**config.mk**
```make
export PLATFORM = sky130hd
export DESIGN_NAME = crt_ctrl
export DESIGN_NICKNAME = d
export VERILOG_FILES = /design/src/sv/crt_pkg.sv /design/src/sv/crt_ctrl.sv
export SDC_FILE = /design/constraint.sdc
export NUM_CORES = 1
export LEC_CHECK = 0
export BUFFER_PORTS_ARGS = -buffer_cell sky130_fd_sc_hd__buf_2
export CAP_MARGIN = 20
export CORE_AREA = 2 2 151 153
export CTS_BUF_LIST = sky130_fd_sc_hd__clkbuf_4 sky130_fd_sc_hd__clkbuf_8
export CTS_CLUSTER_SIZE = 40
export DETAILED_ROUTE_END_ITERATION = 10
export DIE_AREA = 0 0 153 155
export PLACE_DENSITY = 0.59
export SLEW_MARGIN = 15
export SYNTH_ARGS = -nofsm -noshare
export SYNTH_HDL_FRONTEND = slang
export SYNTH_SLANG_ARGS = --single-unit
```
**constraint.sdc**
```tcl
create_clock -name i_clk -period 5.5 [get_ports i_clk]
set_input_delay 0.55 -clock i_clk [delete_from_list [all_inputs] [get_ports i_clk]]
set_output_delay 0.55 -clock i_clk [all_outputs]
set_load 0.02 [all_outputs]
```
**src/sv/crt_pkg.sv**
```systemverilog
// Package: shared types, constants and name normalization for the registry table.
`timescale 1ns / 1ps
package crt_pkg;
    localparam int TABLE_DEPTH_DEF = 32;
    localparam int NAME_CHARS_DEF  = 8;

    localparam logic [2:0] OP_REGISTER   = 3'd0;
    localparam logic [2:0] OP_SEARCH     = 3'd1;
    localparam logic [2:0] OP_DEREGISTER = 3'd2;
    localparam logic [2:0] OP_LIST       = 3'd3;
    localparam logic [2:0] OP_QUIT       = 3'd4;

    localparam logic [3:0] ST_REGISTERED = 4'd0;
    localparam logic [3:0] ST_DUPLICATE  = 4'd1;
    localparam logic [3:0] ST_FULL       = 4'd2;
    localparam logic [3:0] ST_FOUND      = 4'd3;
    localparam logic [3:0] ST_NOT_FOUND  = 4'd4;
    localparam logic [3:0] ST_REMOVED    = 4'd5;
    localparam logic [3:0] ST_NONE_REM   = 4'd6;
    localparam logic [3:0] ST_COUNT      = 4'd7;
    localparam logic [3:0] ST_ENTRY      = 4'd8;
    localparam logic [3:0] ST_EMPTY      = 4'd9;
    localparam logic [3:0] ST_BUSY       = 4'd10;

    typedef struct packed {
        logic [2:0]  operation;
        logic [63:0] peer_key;
        logic [63:0] content_key;
        logic [31:0] ip_address;
        logic [15:0] port_number;
    } t_req;

    typedef struct packed {
        logic [3:0]  status;
        logic [63:0] out_peer;
        logic [63:0] out_content;
        logic [31:0] out_ip;
        logic [15:0] out_port;
        logic [5:0]  entry_count;
        logic        final_item;
    } t_rsp;

    // Controller to datapath commands.
    typedef struct packed {
        logic load;       // capture request, reset scan pointers
        logic rd;         // issue read at scan pointer
        logic advance;    // consume read data (compare/compact), step pointers
        logic wr_append;  // write request at fill position
        logic commit_fill;// fill = write pointer
    } t_cmd;

    // Datapath to controller status.
    typedef struct packed {
        logic       scan_done;  // scan pointer reached fill
        logic       hit;        // registered data matches the pair
        logic       full;
        logic       empty;
        logic       removed;    // write pointer below fill
    } t_sts;

    // Keep low nchars bytes up to the first zero byte.
    function automatic logic [63:0] name_form(logic [63:0] key, int nchars);
        logic [63:0] r;
        logic        stop;
        r    = '0;
        stop = 1'b0;
        for (int i = 0; i < 8; i++) begin
            if (i >= nchars || key[8*i +: 8] == 8'd0) stop = 1'b1;
            if (!stop) r[8*i +: 8] = key[8*i +: 8];
        end
        return r;
    endfunction
endpackage

```
**src/sv/crt_ctrl.sv**
```systemverilog
// Controller: sequences one operation over the table and issues results.
`timescale 1ns / 1ps
module crt_ctrl (
    input  logic          i_clk,
    input  logic          i_rst_n,
    input  logic          i_start,
    input  logic [2:0]    i_op,
    input  crt_pkg::t_sts i_sts,
    input  logic [5:0]    i_fill,
    input  logic [5:0]    i_rd_idx,
    input  logic [63:0]   i_peer,
    input  logic [63:0]   i_content,
    input  logic [47:0]   i_addr,
    output crt_pkg::t_cmd o_cmd,
    output logic          o_busy,
    output logic          o_valid,
    output crt_pkg::t_rsp o_rsp
);
    import crt_pkg::*;
    typedef enum logic [2:0] {S_IDLE, S_ISSUE, S_WAIT, S_CHECK, S_LIST} t_state;

    t_state     r_state, n_state;
    logic [2:0] r_op, n_op;
    logic       r_valid, n_valid;
    t_rsp       r_rsp, n_rsp;

    function automatic t_rsp rsp(logic [3:0] st);
        t_rsp r;
        r = '0;
        r.status = st;
        r.final_item = 1'b1;
        return r;
    endfunction

    assign o_busy  = (r_state != S_IDLE);
    assign o_valid = r_valid;
    assign o_rsp   = r_rsp;

    always_comb begin
        o_cmd = '0;
        o_cmd.load = (r_state == S_IDLE) && i_start;
        case (r_state)
            S_ISSUE: o_cmd.rd = !i_sts.scan_done;
            S_WAIT:  o_cmd.advance = (r_op == OP_DEREGISTER);
            S_CHECK: o_cmd.wr_append = (r_op == OP_REGISTER) && !i_sts.full;
            default: ;
        endcase
        if (r_state == S_ISSUE && i_sts.scan_done && r_op == OP_DEREGISTER)
            o_cmd.commit_fill = 1'b1;
    end

    always_comb begin
        n_state = r_state;
        n_op    = r_op;
        n_valid = 1'b0;
        n_rsp   = r_rsp;
        case (r_state)
            S_IDLE: begin
                if (i_start) begin
                    n_op = i_op;
                    case (i_op)
                        OP_REGISTER, OP_SEARCH, OP_DEREGISTER:
                            n_state = S_ISSUE;
                        OP_LIST: begin
                            n_state = S_ISSUE;
                            n_valid = 1'b1;
                            n_rsp   = rsp(ST_COUNT);
                            n_rsp.entry_count = i_fill;
                            n_rsp.final_item  = i_sts.empty;
                        end
                        OP_QUIT: begin
                            n_valid = 1'b1;
                            n_rsp   = rsp(i_sts.empty ? ST_EMPTY : ST_BUSY);
                        end
                        default: ;
                    endcase
                end
            end
            S_ISSUE: begin
                if (i_sts.scan_done) begin
                    case (r_op)
                        OP_REGISTER: n_state = S_CHECK;
                        OP_SEARCH: begin
                            n_valid = 1'b1;
                            n_rsp   = rsp(ST_NOT_FOUND);
                            n_state = S_IDLE;
                        end
                        OP_DEREGISTER: begin
                            n_valid = 1'b1;
                            n_rsp   = rsp(i_sts.removed ? ST_REMOVED : ST_NONE_REM);
                            n_state = S_IDLE;
                        end
                        default: n_state = S_IDLE;
                    endcase
                end else begin
                    n_state = (r_op == OP_LIST) ? S_LIST : S_WAIT;
                end
            end
            S_WAIT: begin
                n_state = S_ISSUE;
                if (i_sts.full && r_op == OP_REGISTER) begin
                    n_state = S_CHECK;
                end else if (i_sts.hit && r_op == OP_REGISTER) begin
                    n_valid = 1'b1;
                    n_rsp   = rsp(ST_DUPLICATE);
                    n_state = S_IDLE;
                end else if (i_sts.hit && r_op == OP_SEARCH) begin
                    n_valid = 1'b1;
                    n_rsp   = rsp(ST_FOUND);
                    n_rsp.out_peer    = i_peer;
                    n_rsp.out_content = i_content;
                    n_rsp.out_ip      = i_addr[47:16];
                    n_rsp.out_port    = i_addr[15:0];
                    n_state = S_IDLE;
                end
            end
            S_CHECK: begin
                n_valid = 1'b1;
                n_rsp   = rsp(i_sts.full ? ST_FULL : ST_REGISTERED);
                n_state = S_IDLE;
            end
            S_LIST: begin
                n_valid = 1'b1;
                n_rsp   = rsp(ST_ENTRY);
                n_rsp.out_peer    = i_peer;
                n_rsp.out_content = i_content;
                n_rsp.out_ip      = i_addr[47:16];
                n_rsp.out_port    = i_addr[15:0];
                n_rsp.final_item  = (i_rd_idx + 6'd1 == i_fill);
                n_state = S_ISSUE;
            end
            default: n_state = S_IDLE;
        endcase
    end

    always_ff @(posedge i_clk) begin
        if (!i_rst_n) begin
            r_state <= S_IDLE;
            r_op    <= '0;
            r_valid <= 1'b0;
            r_rsp   <= '0;
        end else begin
            r_state <= n_state;
            r_op    <= n_op;
            r_valid <= n_valid;
            r_rsp   <= n_rsp;
        end
    end
endmodule

```
==> metrics <==
met3 Use GR=4.99%; main combinational cell family by area after synthesis=compound AO/OA/AOI/OAI gates; # setup viols final=0; Worst Setup Slack, final=2.73 ns; DR pass1 iterations=4; first-pass GRT wire length=30100 um; cts repair resizes=0; layout cells sized above 1=46.9%; Required @ worst endpoint=5.89 ns; total power=2.66 mW; max cap viols=0; top post-synthesis cells by area=dfxtp_1 60%, a22o_1 24%, a21oi_1 1.4%; total grt overflow=0; Seq. cell area=3880 um^2; pre-CTS setup slack=2.65 ns; post-synth top area share=59.9%; CTS sink cnt=194; # nets final=1113; Residual DRC=0; die area=23700 um^2; GR Util All Layers=15.7%; cell taking the most area after synthesis=dfxtp_1; status=finished clean; minimum clock period=2.77 ns; Hold Fails Final Rpt=0; crit path max fanout=95; post-route setup TNS=0 ns; grt met1 use=19.8%; leakage=4.47 nW; row count=55; fin crit share=50.3%; fin util=40.6%; fmax=361 MHz; top_reg_cell synth=dfxtp_1; GPL Wtd Cong=0.816; Synth top cells by count=194 x dfxtp_1, 176 x a22o_1, 18 x a21oi_1, 17 x buf_2, 14 x clkbuf_1; hpwl dp=14000 um; dpl cell area=8590 um^2; fraction of registers with async set/reset=0%; Synth Register Bits=194; largest net degree at the start of global routing=96; antenna violations before repair=0; Post-Syn Instances=544; Max rail drop VDD=0.000136 V; unrepaired setup endpoints after global routing=no; routed vias=5737; I/O pins=393; global route hottest layer=met2; PwrDens=295 nW/um^2; htree depth=4; Max clock buf depth=2; Post-Syn Area=6480 um^2; TritonCTS clock tree=done; hold crit path type=in2reg; simple-gate share of the synthesized area=5.46%; syn avg cell area=11.9 um^2; Multi-input gate area=2330 um^2; die width=153 um; Post-Synth Adder-Cell Area=0.193%; vias in the first global route=5511; post-route cell area=9020 um^2; headroom to the max-slew limit=31.5%; synth unique cells=47; Seq/Total Area, Yosys=59.9%; Clock transition at path regs=0.13 ns; Startpoint Class=flop; most common cell in the netlist=dfxtp_1; mux cell area share after synthesis=0.463%; root buffer cell=clkbuf_8; Num CTS Buffers=17; Clock Skews=0.0237 ns; final WL=19500 um; Compound-Gate Fraction of Synth Area=28.3%; post-synth net total=744; 1st-iter DRT viols=339; crit path capture type=flop; Worst Path Arrival=3.16 ns; vias per cell=4.73; WL/cell=16.1 um; # hold bufs at CTS=0; Die Span Y=155 um; PortBufs=392; Yosys Warn Count=0; Worst-Skew Late Latency=0.47 ns; P&R area growth vs syn=39.2%; max-slew violation count=0; Synth Area in XOR/XNOR=1.22%; post-CTS setup repair buffer count=0; core area=22200 um^2; Fillers=2234; met2 Use GR=25.2%; Post-DRT Antenna Nets=0; CP Class=reg2reg; number of synthesized flops with an enable pin=0; Initial Util=29.2%; slew at the pin closest to its max-slew limit=1.03 ns
-- flip-flops by register name, indices dropped and copies added, names as in the netlist --
| register | count |
|---|---|
| o_rsp | 187 |
| r_op | 3 |
| r_state | 3 |
| o_valid | 1 |
-- critical path: stages, from the launching register on --
cell     delay (ns)
dfxtp_1        0.70
nor2_1         0.23
nor2b_1        0.22
nor2_1         0.21
a21oi_4        0.20
buf_4          0.75
a22o_1         0.27
-- layer usage --
layer | share of wire (%) | wire length, um
met1 | 43 | 8480
met2 | 47 | 9280
met3 | 7.2 | 1420
met4 | 1.8 | 360
met5 | 0 | 0
-- cell usage in the layout (no fill, tap or decap), types with 4 or more instances in the layout --
master / netlist / final
a21oi_1: 18 / 17
nand2_1: 4 / 4
o21ai_0: 10 / 10
inv_6: 0 / 4
nand3_1: 4 / 4
nor2_1: 13 / 13
nand2b_1: 4 / 4
nand4_1: 7 / 7
a22o_1: 176 / 176
dfxtp_1: 194 / 194
buf_4: 12 / 5
inv_1: 4 / 4
buf_2: 17 / 392
clkbuf_8: 0 / 17
nor3_1: 10 / 10
xnor2_1: 7 / 7
clkinv_8: 0 / 5
-- through the flow --
| step | hold slack (ns) | instances |
|---|---|---|
| 4_1_cts | 0.235 | 1211 |
| 3_3_place_gp | 0.456 | 1179 |
| 2_1_floorplan | 0.530 | 544 |
| 5_1_grt | 0.232 | 1211 |
| 3_5_place_dp | 0.458 | 1179 |
| 6_report | 0.277 | 1212 |
-- cells by family after synthesis --
logic type,count (synthesis)
flip-flops,194
adder cells (fa/ha/maj),1
buffers and inverters,52
AND/OR/NAND/NOR,63
XOR/XNOR,9
AO/OA/AOI/OAI,222
multiplexers,3
-- final timing paths --
path              slack [ns]  depth (start not counted)    endpoint       start
setup reg to reg        2.73                          6  o_rsp[173]  r_state[0]
setup / recovery        2.73                          6  o_rsp[173]  r_state[0]
hold / removal          0.28                          2    o_rsp[7]   i_addr[0]
hold reg to reg         0.48                          1   o_rsp[81]   o_rsp[81]
-- where the power goes --
part | switching [mW] | internal, mW | total (mW)
Combinational | 0.143 | 0.0944 | 0.237
Clock | 0.590 | 0.398 | 0.988
Sequential | 0.0138 | 1.42 | 1.43
-- final cells by class --
type / count / share of cell area (%)
flip-flops and latches: 194 / 43.0
multi-input cells: 298 / 25.8
repair buffers: 397 / 22.2
well taps: 285 / 3.95
clock buffers: 17 / 2.59
clock inverters: 15 / 2.23
inverters: 5 / 0.208
diodes: 1 / 0.0277
No activity file was read; power rests on OpenSTA's default activity.
